File: src/rtl/plli_pkg.sv
`timescale 1ns / 1ps

package plli_pkg;

	localparam int TEMP_W   = 20;
	localparam int CHROMA_W = 16;
	localparam int FRAC_W   = 17;

	typedef logic [1:0] status_t;

	localparam status_t ST_INTERP     = 2'd0;
	localparam status_t ST_CLAMP_LO   = 2'd1;
	localparam status_t ST_CLAMP_HI   = 2'd2;
	localparam status_t ST_NO_BRACKET = 2'd3;

	localparam logic FUNC_LOAD  = 1'b0;
	localparam logic FUNC_QUERY = 1'b1;

	localparam logic REG_ENTRIES = 1'b0;

	localparam logic [9:0] ENTRIES_RESET = 10'd512;

	typedef struct packed {
		logic [TEMP_W-1:0]   temp;
		logic [CHROMA_W-1:0] u;
		logic [CHROMA_W-1:0] v;
	} entry_t;

	typedef struct packed {
		logic              go;
		logic [TEMP_W-1:0] num;
		logic [TEMP_W-1:0] den;
	} div_req_t;

endpackage

File: src/rtl/plli_div.sv
`timescale 1ns / 1ps

module plli_div (
	input  logic                        clk,
	input  logic                        arst_n,
	input  plli_pkg::div_req_t          req,
	output logic                        done,
	output logic [plli_pkg::FRAC_W-1:0] quot
);
	import plli_pkg::*;

	logic                busy_q;
	logic                done_q;
	logic [4:0]          cnt_q;
	logic [TEMP_W:0]     rem_q;
	logic [TEMP_W-1:0]   den_q;
	logic [FRAC_W-1:0]   quot_q;
	logic                ge;
	logic [TEMP_W:0]     diff_w;
	logic [TEMP_W:0]     rem_next;

	assign ge       = rem_q >= {1'b0, den_q};
	assign diff_w   = rem_q - {1'b0, den_q};
	assign rem_next = ge ? diff_w : rem_q;

	always_ff @(posedge clk or negedge arst_n) begin
		if (!arst_n) begin
			busy_q <= 1'b0;
			done_q <= 1'b0;
			cnt_q  <= '0;
		end else begin
			done_q <= busy_q && (cnt_q == '0);
			if (req.go) begin
				busy_q <= 1'b1;
				cnt_q  <= 5'(FRAC_W - 1);
			end else if (busy_q) begin
				if (cnt_q == '0) begin
					busy_q <= 1'b0;
				end
				cnt_q <= cnt_q - 5'd1;
			end
		end
	end

	always_ff @(posedge clk) begin
		if (req.go) begin
			rem_q <= {1'b0, req.num};
			den_q <= req.den;
		end else if (busy_q) begin
			rem_q  <= {rem_next[TEMP_W-1:0], 1'b0};
			quot_q <= {quot_q[FRAC_W-2:0], ge};
		end
	end

	assign done = done_q;
	assign quot = quot_q;

	a_go_idle: assert property (@(posedge clk) disable iff (!arst_n)
		req.go |-> !busy_q)
		else $error("divide started while busy");

	a_last_step: assert property (@(posedge clk) disable iff (!arst_n)
		busy_q && (cnt_q == '0) |=> done_q && !busy_q)
		else $error("divide did not finish after last step");

	a_done_src: assert property (@(posedge clk) disable iff (!arst_n)
		done_q |-> $past(busy_q))
		else $error("divide done without work");

endmodule

File: config.mk
export PLATFORM = sky130hd
export DESIGN_NAME = plli_div
export DESIGN_NICKNAME = d
export VERILOG_FILES = /design/src/rtl/plli_pkg.sv /design/src/rtl/plli_div.sv
export SDC_FILE = /design/constraint.sdc
export NUM_CORES = 1
export LEC_CHECK = 0
export ABC_AREA = 1
export ABC_CLOCK_PERIOD_IN_PS = 2400
export BUFFER_PORTS_ARGS = -buffer_cell sky130_fd_sc_hd__buf_2
export CORE_MARGIN = 1.5
export CORE_UTILIZATION = 55
export DETAILED_ROUTE_END_ITERATION = 6
export PLACE_DENSITY_LB_ADDON = 0.2
export SYNTH_ARGS = -nofsm -noshare
export SYNTH_HDL_FRONTEND = slang
export SYNTH_SLANG_ARGS = --single-unit
export TNS_END_PERCENT = 5
File: constraint.sdc
create_clock -name clk -period 2.4 [get_ports clk]
set_input_delay 0.48 -clock clk [delete_from_list [all_inputs] [get_ports clk]]
set_output_delay 0.48 -clock clk [all_outputs]
set_load 0.1 [all_outputs]
==> results of run 1 <==
-- routing by layer --
metal,track usage,share of wire,up-vias
met5,0,0,-
met4,0.0847,0.022,0
met3,0.0499,0.045,14
met2,0.394,0.47,84
met1,0.315,0.46,1597
li1,-,-,1734
-- sequential cells by signal, indices dropped and copies added (netlist names) --
signal	flops
rem_q	21
den_q	20
quot	17
cnt_q	5
busy_q	1
done	1
-- area by class of cell --
type,count,share of cell area
Clock buffer,9,0.0257
Clock inverter,7,0.0179
Inverter,85,0.0662
Multi-Input combinational cell,339,0.389
Sequential cell,65,0.396
Tap cell,99,0.0257
Timing Repair Buffer,68,0.0805
-- critical path, delay by kind of cell, from the launching register on --
| family | cells | cell delay [ps] |
|---|---|---|
| DFF | 1 | 430 |
| adders and majority gates | 1 | 410 |
| and+or+nand+nor | 10 | 950 |
| buffers and inverters | 1 | 210 |
-- power breakdown --
| part | total [mW] | internal [mW] | switching [mW] |
|---|---|---|---|
| clock | 0.994 | 0.503 | 0.491 |
| sequential | 1.78 | 1.61 | 0.169 |
| combinational | 3.35 | 1.13 | 2.22 |
| total | 6.12 | 3.24 | 2.88 |
-- placed cells by master (no fill, tap or decap), types with 3 or more instances in the layout --
cell type	netlist	final
nand3_2	4	4
nand2_1	173	172
o21ai_0	6	6
clkbuf_8	0	9
xnor2_1	6	6
nand4_1	3	3
buf_4	1	5
nand3_1	35	35
nor2_1	20	20
inv_1	80	80
nand3b_1	25	25
ha_1	22	18
nand2_2	10	10
dfrtp_1	7	7
a21oi_1	14	13
inv_2	4	4
ha_2	0	4
edfxtp_1	57	57
buf_2	2	60
nor2_2	4	4
-- through the flow --
| stage | hold WS [ps] | setup TNS (ps) | setup WS, ps |
|---|---|---|---|
| global route | 285 | -46.6 | -24.4 |
| CTS | 289 | 0 | 109 |
| detailed placement | 315 | 0 | 147 |
| global placement | 314 | 0 | 163 |
| floorplan | 184 | 0 | 461 |
| finish | 301 | 0 | 148 |
-- kinds of logic after synthesis --
logic type,after synthesis,synth area share
buffers and inverters,95,0.0976
adders and majority gates,23,0.0713
xor gates and xnor gates,8,0.0169
DFF,65,0.460
AOI/OAI and AO/OA,23,0.0296
and+or+nand+nor,285,0.324
-- worst paths after layout --
kind | start | endpoint | depth (start not counted)
min in group asynchronous | arst_n | busy_q | 2
hold reg to reg | quot[15] | quot[16] | 0
setup reg to reg | rem_q[14] | rem_q[6] | 12
max in group asynchronous | arst_n | cnt_q[3] | 2
setup / recovery | rem_q[14] | rem_q[6] | 12
hold / removal | req[16] | den_q[16] | 1
-- repair_timing --
| action | CTS | global route |
|---|---|---|
| hold buffers | 1 | 0 |
| endpoints found under the setup margin | 0 | 13 |
| buffers inserted | 0 | 0 |
| resized for setup | 0 | 10 |
| endpoints found under the hold margin | 7 | 0 |
==> results.toml, run 1 <==
[critical_path]
path_class = "reg2reg"
critical_path_arrival_ps = 2350
crit_path_cell_trace = "ha_1 -> nand2_1 -> nand2_1 -> nand2_1 -> nand2_1 -> nand2_1 -> nand2_1 -> nor2_4 -> buf_4 -> nand3b_1 -> nand3_1 -> nand2_1"
worst-endpoint-required_ps = 2500
reg2reg_setup_slack_ps = 150
critical_path.startpoint_type = "register"
cpPeakStageDelay_ps = 430
timing.critical_path.to_type = "register"
timing.critical_path.mode_cell = "nand2_1"
slowest_stage_cell_cp = "edfxtp_1"
critical_path_peak_fanout = 7

[timing]
finalWorstPathRequiredPeriod_ps = 2250
achievable-frequency_ghz = 0.444
grt_setup_unrepaired = "true"
tightest_slew_ps = 833
slew-limit-headroom = 0.444
finalMaxSlewViolations = 0
final.setup_skew_ps = 8.80
min_period_over_period = 0.938
setup_viol_count_final = 0
finalHoldViolations = 0

[cells_and_area]
synthToLayoutAreaGrowth_pct = 16.4
final_net_count = 634
fillCellCount = 623
antenna_cells = 0
final_core_util = 0.665
multi_input_area_um2 = 1870
regArea_um2 = 1910
fin_cells = 672
drive_gt1_frac = 0.209
final_design_instance_area_without_fill_um2 = 4820

[placement]
placed_cells = 655
routabilityCongestion = 0.934
port_buffers = 60
place.detailed.hpwl_um = 6760
dpl-instance-area_um2 = 4560

[power]
irDropWorstVdd_mv = 0.608
total_leakage_power_nw = 2.44
total_chip_power_mw = 6.12
power-per-cell-area_nw_per_um2 = 1270

[clock_tree]
worst_skew_pair.late_latency_ps = 350
htreeDepth = 3
cts.path.max_buffers = 2
numCtsBuffers = 9
clock-sinks = 65
worst_setup_hold_path_clk_slew_ps = 80
cts_root_buf = "clkbuf_8"
cts_tree = "yes"

[floorplanning]
chipHeight_um = 89.8
io_pins = 61
num_rows = 31
floorplan.initialDensity = 0.571
dieArea_um2 = 8060
chipWidth_um = 89.8
floorplan.core_area_um2 = 7250

[grt]
pin_count_of_the_biggest_net_entering_global_routing = 29
via_count_of_the_first_global_routing_pass = 3327
overflow_left_after_global_routing = 0
grt_first_pass_wirelength_um = 15400
all_layer_global_routing_usage = 0.239
antenna_found_initial = 0

[route]
route.detailed.drc = 0
detailedRoute.firstPassIterationCount = 7
postRouteAntennaNets = 0
post_drt_wl_per_cell_um = 13.7
vias_per_cell = 5.10
wl_um = 9200
drt_iter0_drc = 346
via_count = 3429

[logic_synthesis]
yosys_most_used_dff = "edfxtp_1"
synth.top_cell.area_share = 0.413
async_reset_ff_frac = 0.108
synth.ff_latch_count = 65
synthesis.area_um2 = 4140
synth.distinct_cells = 35
syn_avg_cell_area_um2 = 8.30
post_synth_inst_count = 499
synth_largest_area_cell = "edfxtp_1"
yosys_warnings = 0
synth_top_cells_by_count = "nand2_1 (173), inv_1 (80), edfxtp_1 (57), nand3_1 (35), nand3b_1 (25)"
postSynthNetCount = 565
synth_area_leaders = "edfxtp_1 (41%), nand2_1 (16%), inv_1 (7.2%), ha_1 (6.6%), nand3b_1 (4.5%)"
synth_enable_flop_cells = 57
synth.most_common_cell = "nand2_1"
yosysSeqAreaShare = 0.460

[hold_path]
hp_class = "in2reg"

[status]
outcome = "finished clean"

[flow_run]
drv.max_cap_violation_count = 0
Power figures use the tool's default switching activity.
==> run 2: changes to the inputs <==
--- a/config.mk
+++ b/config.mk
@@ -10,8 +10,10 @@
 export BUFFER_PORTS_ARGS = -buffer_cell sky130_fd_sc_hd__buf_2
 export CORE_MARGIN = 1.5
 export CORE_UTILIZATION = 55
+export CTS_BUF_LIST = sky130_fd_sc_hd__clkbuf_4
 export DETAILED_ROUTE_END_ITERATION = 6
 export PLACE_DENSITY_LB_ADDON = 0.2
+export SKIP_CTS_REPAIR_TIMING = 1
 export SYNTH_ARGS = -nofsm -noshare
 export SYNTH_HDL_FRONTEND = slang
 export SYNTH_SLANG_ARGS = --single-unit
==> run 2 against run 1 <==
  * Clock skew grew 8.6 ps
  * Clock power is 19% lower
  * Clock-buffer cell count stayed put
  * Critical endpoint is now rem_q[3]
  * Highest routed layer unchanged
  * Final area down 1.2%
  * Combinational power about the same
  * Global-route usage is essentially flat
  * Critical path depth is 2 lower
  * Largest cell class unchanged
  * Core utilization is 0.78 points lower
  * Power shrank 3.1%
  * Die area unchanged
  * Sequential power is essentially flat
==> results.toml, run 2 (same netlist as run 1, synthesis figures left out) <==
[status]
outcome = "finished clean"

[cells_and_area]
multi_input_area_um2 = 1870
most_frequent_standard_cell_in_the_layout_excluding_fill_and_tap_cells = "nand2_1"
antenna_cells = 0
largest_register_ff_count = 21
final_design_instance_area_without_fill_um2 = 4760
final_net_count = 635
top_register = "rem_q"
fillCellCount = 637
most-common-layout-cells = "nand2_1 (171), inv_1 (80), buf_2 (60)"
regArea_um2 = 1910
final_core_util = 0.657
synthToLayoutAreaGrowth_pct = 15.0
drive_gt1_frac = 0.206

[critical_path]
critical_path_peak_fanout = 21
critical_path_arrival_ps = 2420
path_class = "reg2reg"
critical_path.startpoint_type = "register"
worst-endpoint-required_ps = 2590
timing.critical_path.to_type = "register"

[grt]
overflow_left_after_global_routing = 0
grt_first_pass_wirelength_um = 15400
pin_count_of_the_biggest_net_entering_global_routing = 29
all_layer_global_routing_usage = 0.240
via_count_of_the_first_global_routing_pass = 3326
antenna_found_initial = 0

[clock_tree]
worst_skew_pair.late_latency_ps = 430
worst_setup_hold_path_clk_slew_ps = 140
cts_tree = "yes"
cts_root_buf = "clkbuf_4"
htreeDepth = 3
numCtsBuffers = 9
cts.path.max_buffers = 2
clock-sinks = 65

[timing]
slew-limit-headroom = 0.427
hold_ws_ps = 212
finalMaxSlewViolations = 0
grt_setup_unrepaired = "false"
achievable-frequency_ghz = 0.449
totalNegativeSetupSlack_ps = 0
finalHoldViolations = 0
final.setup_skew_ps = 17.4
finalWorstPathRequiredPeriod_ps = 2230
min_period_over_period = 0.928
tightest_slew_ps = 858
setup_viol_count_final = 0

[route]
post_drt_wl_per_cell_um = 13.6
postRouteAntennaNets = 0
wl_um = 9170
vias_per_cell = 5.14
drt_iter0_drc = 257
detailedRoute.firstPassIterationCount = 5
route.detailed.drc = 0
via_count = 3456

[placement]
port_buffers = 60
dpl-instance-area_um2 = 4560
place.detailed.hpwl_um = 6760
routabilityCongestion = 0.934

[hold_path]
hp_class = "in2reg"

[floorplanning]
dieArea_um2 = 8060
chipWidth_um = 89.8
io_pins = 61
chipHeight_um = 89.8
floorplan.initialDensity = 0.571
floorplan.core_area_um2 = 7250
num_rows = 31

[power]
power-per-cell-area_nw_per_um2 = 1250
total_leakage_power_nw = 2.43
irDropWorstVdd_mv = 0.604
total_chip_power_mw = 5.93

[flow_run]
drv.max_cap_violation_count = 0
[run 2: changes by cell type in the layout (fill, tap and decap cells not counted), sizes merged]
cell,previous run,this run
buf,67,68
[run 2: cell type report]
cell class / count / share of cell area
Sequential cell: 65 / 0.400
Inverter: 85 / 0.0670
Timing Repair Buffer: 69 / 0.0830
Clock buffer: 9 / 0.0142
Clock inverter: 7 / 0.0181
Multi-Input combinational cell: 339 / 0.392
Tap cell: 99 / 0.0260
[run 2: metal layers]
layer  vias to the layer above  wire length (µm)  GRT usage  part of all wire
met5                         -                 0          0                 0
met4                         0               191     0.0820             0.021
met3                        18               566     0.0516             0.062
met2                       103              4340      0.393              0.47
met1                      1594              4080      0.316              0.44
li1                       1741                 -          -                 -
[run 2: through the flow]
step / cells / setup WS, ps
after floorplan: 499 / 461
after global placement: 655 / 163
after detailed placement: 655 / 147
after CTS: 671 / 113
after global routing: 673 / 9.70
final: 673 / 172
[run 2: report_power, final]
group	internal [mW]	total [mW]	switching, mW
Combinational	1.13	3.36	2.22
Sequential	1.60	1.77	0.166
Clock	0.340	0.806	0.466
[run 2: worst paths after layout]
| check | from | endpoint | slack (ps) | cells past startpoint |
|---|---|---|---|---|
| max | rem_q[15] | rem_q[3] | 170 | 10 |
| min | req[16] | den_q[16] | 210 | 1 |
| max reg2reg | rem_q[15] | rem_q[3] | 170 | 10 |
| min reg2reg | quot[15] | quot[16] | 460 | 0 |
| max in group asynchronous | arst_n | cnt_q[3] | 1870 | 2 |
| min in group asynchronous | arst_n | cnt_q[1] | 390 | 2 |
[run 2: critical path, stage by stage (launching register included)]
cell and delay (ps):
edfxtp_1 420, ha_1 450, nand2_2 110, nor2_2 130, inv_1 90, nor3_4 210, nand2_8 140, nand2_8 170
o21ai_0 110, nand3_1 80, nand2_1 70
==> run 3: changes to the inputs <==
--- a/config.mk
+++ b/config.mk
@@ -5,7 +5,6 @@
 export SDC_FILE = /design/constraint.sdc
 export NUM_CORES = 1
 export LEC_CHECK = 0
-export ABC_AREA = 1
 export ABC_CLOCK_PERIOD_IN_PS = 2400
 export BUFFER_PORTS_ARGS = -buffer_cell sky130_fd_sc_hd__buf_2
 export CORE_MARGIN = 1.5
==> run 3 against run 2 <==
  * Die area is 9.3% lower
  * Clock skew decreased by 4.9 ps
  * Combinational power increased by 17%
  * Via count decreased by 13%
  * First-iteration DRC count decreased by 25%
  * The run now ends with design-rule violations, negative setup slack left
==> results.toml, run 3 <==
[logic_synthesis]
synth.ff_latch_count = 65
yosys_warnings = 0
syn_avg_cell_area_um2 = 11.1
synth_top_cells_by_count = "edfxtp_1 (57), inv_1 (32), nand2_1 (29), ha_1 (22), nor2_1 (19)"
post_synth_inst_count = 336
yosysSeqAreaShare = 0.509
synth_enable_flop_cells = 57
postSynthNetCount = 402
synth.distinct_cells = 58
synth_largest_area_cell = "edfxtp_1"
synth_area_leaders = "edfxtp_1 (46%), ha_1 (7.4%), dfrtp_1 (4.7%), inv_1 (3.2%), nand2_1 (2.9%)"
async_reset_ff_frac = 0.108
yosys_most_used_dff = "edfxtp_1"
synth.most_common_cell = "edfxtp_1"
synthesis.area_um2 = 3740
synth.top_cell.area_share = 0.457

[cells_and_area]
largest_register_ff_count = 21
most_frequent_standard_cell_in_the_layout_excluding_fill_and_tap_cells = "buf_2"
final_core_util = 0.748
drive_gt1_frac = 0.367
antenna_cells = 0
fin_cells = 532
final_design_instance_area_without_fill_um2 = 4830
most-common-layout-cells = "buf_2 (60), edfxtp_1 (57), buf_4 (53)"
synthToLayoutAreaGrowth_pct = 29.1
final_net_count = 516
top_register = "rem_q"
fillCellCount = 456

[clock_tree]
cts.path.max_buffers = 2
worst_skew_pair.late_latency_ps = 440
clock-sinks = 65
htreeDepth = 3
worst_setup_hold_path_clk_slew_ps = 120
cts_root_buf = "clkbuf_4"
cts_tree = "yes"
numCtsBuffers = 9

[power]
power-per-cell-area_nw_per_um2 = 1360
power.share.clock = 0.118
power_switching_mw = 2.84
swShare = 0.434
total_leakage_power_nw = 2.13
comb_power_share = 0.601
internal-power_mw = 3.71
irDropWorstVdd_mv = 0.683
total_chip_power_mw = 6.55
p_seq_frac = 0.281

[timing]
min_period_over_period = 1.12
slew-limit-headroom = 0.673
final.setup_skew_ps = 12.4
achievable-frequency_ghz = 0.372
finalWorstPathRequiredPeriod_ps = 2690
totalNegativeSetupSlack_ps = -1610
hold_ws_ps = 204
final_critical_path_setup_slack_ps = -288
setup_viol_count_final = 16
grt_setup_unrepaired = "true"
finalHoldViolations = 0
tightest_slew_ps = 494
finalMaxSlewViolations = 0

[critical_path]
critical_path_arrival_ps = 2890
crit_path_cell_trace = "inv_2 -> ha_4 -> inv_2 -> fa_2 -> a211oi_4 -> nor2_2 -> o21a_1 -> a221o_1 -> xnor2_1 -> nor3_1 -> a221o_1"
slowest_stage_cell_cp = "edfxtp_1"
critical_path_buf_inv_count = 2
path_class = "reg2reg"
critical_path.startpoint_type = "register"
cp_delay_by_family_top = "compound AO/OA/AOI/OAI gates"
cpPeakStageDelay_ps = 410
critical_path_peak_fanout = 2
rr_endpoint = "rem_q[13]"
reg2regPathDepth = 11
timing.critical_path.to_type = "register"
reg2reg_setup_slack_ps = -290
timing.rr.start = "rem_q[0]"
worst-endpoint-required_ps = 2600

[grt]
antenna_found_initial = 0
overflow_left_after_global_routing = 0
pin_count_of_the_biggest_net_entering_global_routing = 38
all_layer_global_routing_usage = 0.244
grt_first_pass_wirelength_um = 13800
via_count_of_the_first_global_routing_pass = 2938

[placement]
port_buffers = 60
placed_cells = 514
dpl-instance-area_um2 = 4530
post_placement_worst_setup_slack_ps = -240
routabilityCongestion = 0.881
place.detailed.hpwl_um = 6260

[route]
vias_per_cell = 5.67
route.detailed.drc = 2
postRouteAntennaNets = 0
wl_um = 8560
drt_iter0_drc = 192
via_count = 3019
detailedRoute.firstPassIterationCount = 6
post_drt_wl_per_cell_um = 16.1

[floorplanning]
chipWidth_um = 85.5
dieArea_um2 = 7310
floorplan.core_area_um2 = 6460
io_pins = 61
chipHeight_um = 85.5
num_rows = 29
floorplan.initialDensity = 0.580

[status]
outcome = "complete, but fails checks"
violations = "design-rule violations, negative setup slack"

[hold_path]
worst_hold_path.num_cells = 1
hp_class = "in2reg"
hold_path_startpoint = "req[14]"
holdPathEnd = "den_q[14]"

[flow_run]
drv.max_cap_violation_count = 0
[run 3: cell types whose count changed after synthesis, moves of 10 or more]
cell and change:
nand3_1 -28, inv_1 -48, nand2_2 -10, nand2_1 -144, nand3b_1 -17, a21o_1 +12
[run 3: layer usage]
layer,part of all wire,up-vias,track usage
li1,-,1468,-
met1,0.44,1436,0.317
met2,0.48,93,0.399
met3,0.061,22,0.0597
met4,0.021,0,0.0924
met5,0,-,0
[run 3: power groups by stage]
stage	registers, mW	logic, mW	clock network [mW]
after floorplan	2.20	2.07	0
after global placement	1.82	3.59	0
after detailed placement	1.84	3.66	0
after CTS	1.82	3.70	0.787
after global routing	1.88	4.25	0.827
final	1.84	3.94	0.772
[run 3: worst max path at each step]
stage	from	to	slack, ps	cells after the start
floorplan	rem_q[1]	rem_q[15]	-60	9
global placement	rem_q[16]	rem_q[15]	-150	9
detailed placement	rem_q[16]	rem_q[14]	-240	10
CTS	rem_q[16]	rem_q[14]	-270	10
global route	rem_q[0]	rem_q[13]	-390	11
finish	rem_q[0]	rem_q[13]	-290	11
[run 3: area by class of cell]
cell class | instances | area (µm²) | area share
multi-input cells | 222 | 1760 | 0.365
repair buffers | 120 | 802 | 0.166
clock buffers | 9 | 67.6 | 0.0140
well taps | 77 | 96.3 | 0.0199
clock inverters | 7 | 77.6 | 0.0161
flip-flops and latches | 65 | 1910 | 0.395
inverters | 32 | 120 | 0.0249
[run 3: kinds of logic (layout without fill, tap and decap cells)]
logic type / count (synthesis) / in the layout / share of synthesized area
AOI/OAI and AO/OA: 81 / 81 / 0.168
xor gates and xnor gates: 20 / 20 / 0.0468
adders and majority gates: 23 / 23 / 0.0789
buffers and inverters: 49 / 168 / 0.0565
DFF: 65 / 65 / 0.509
muxes: 6 / 6 / 0.0164
and+or+nand+nor: 92 / 92 / 0.124
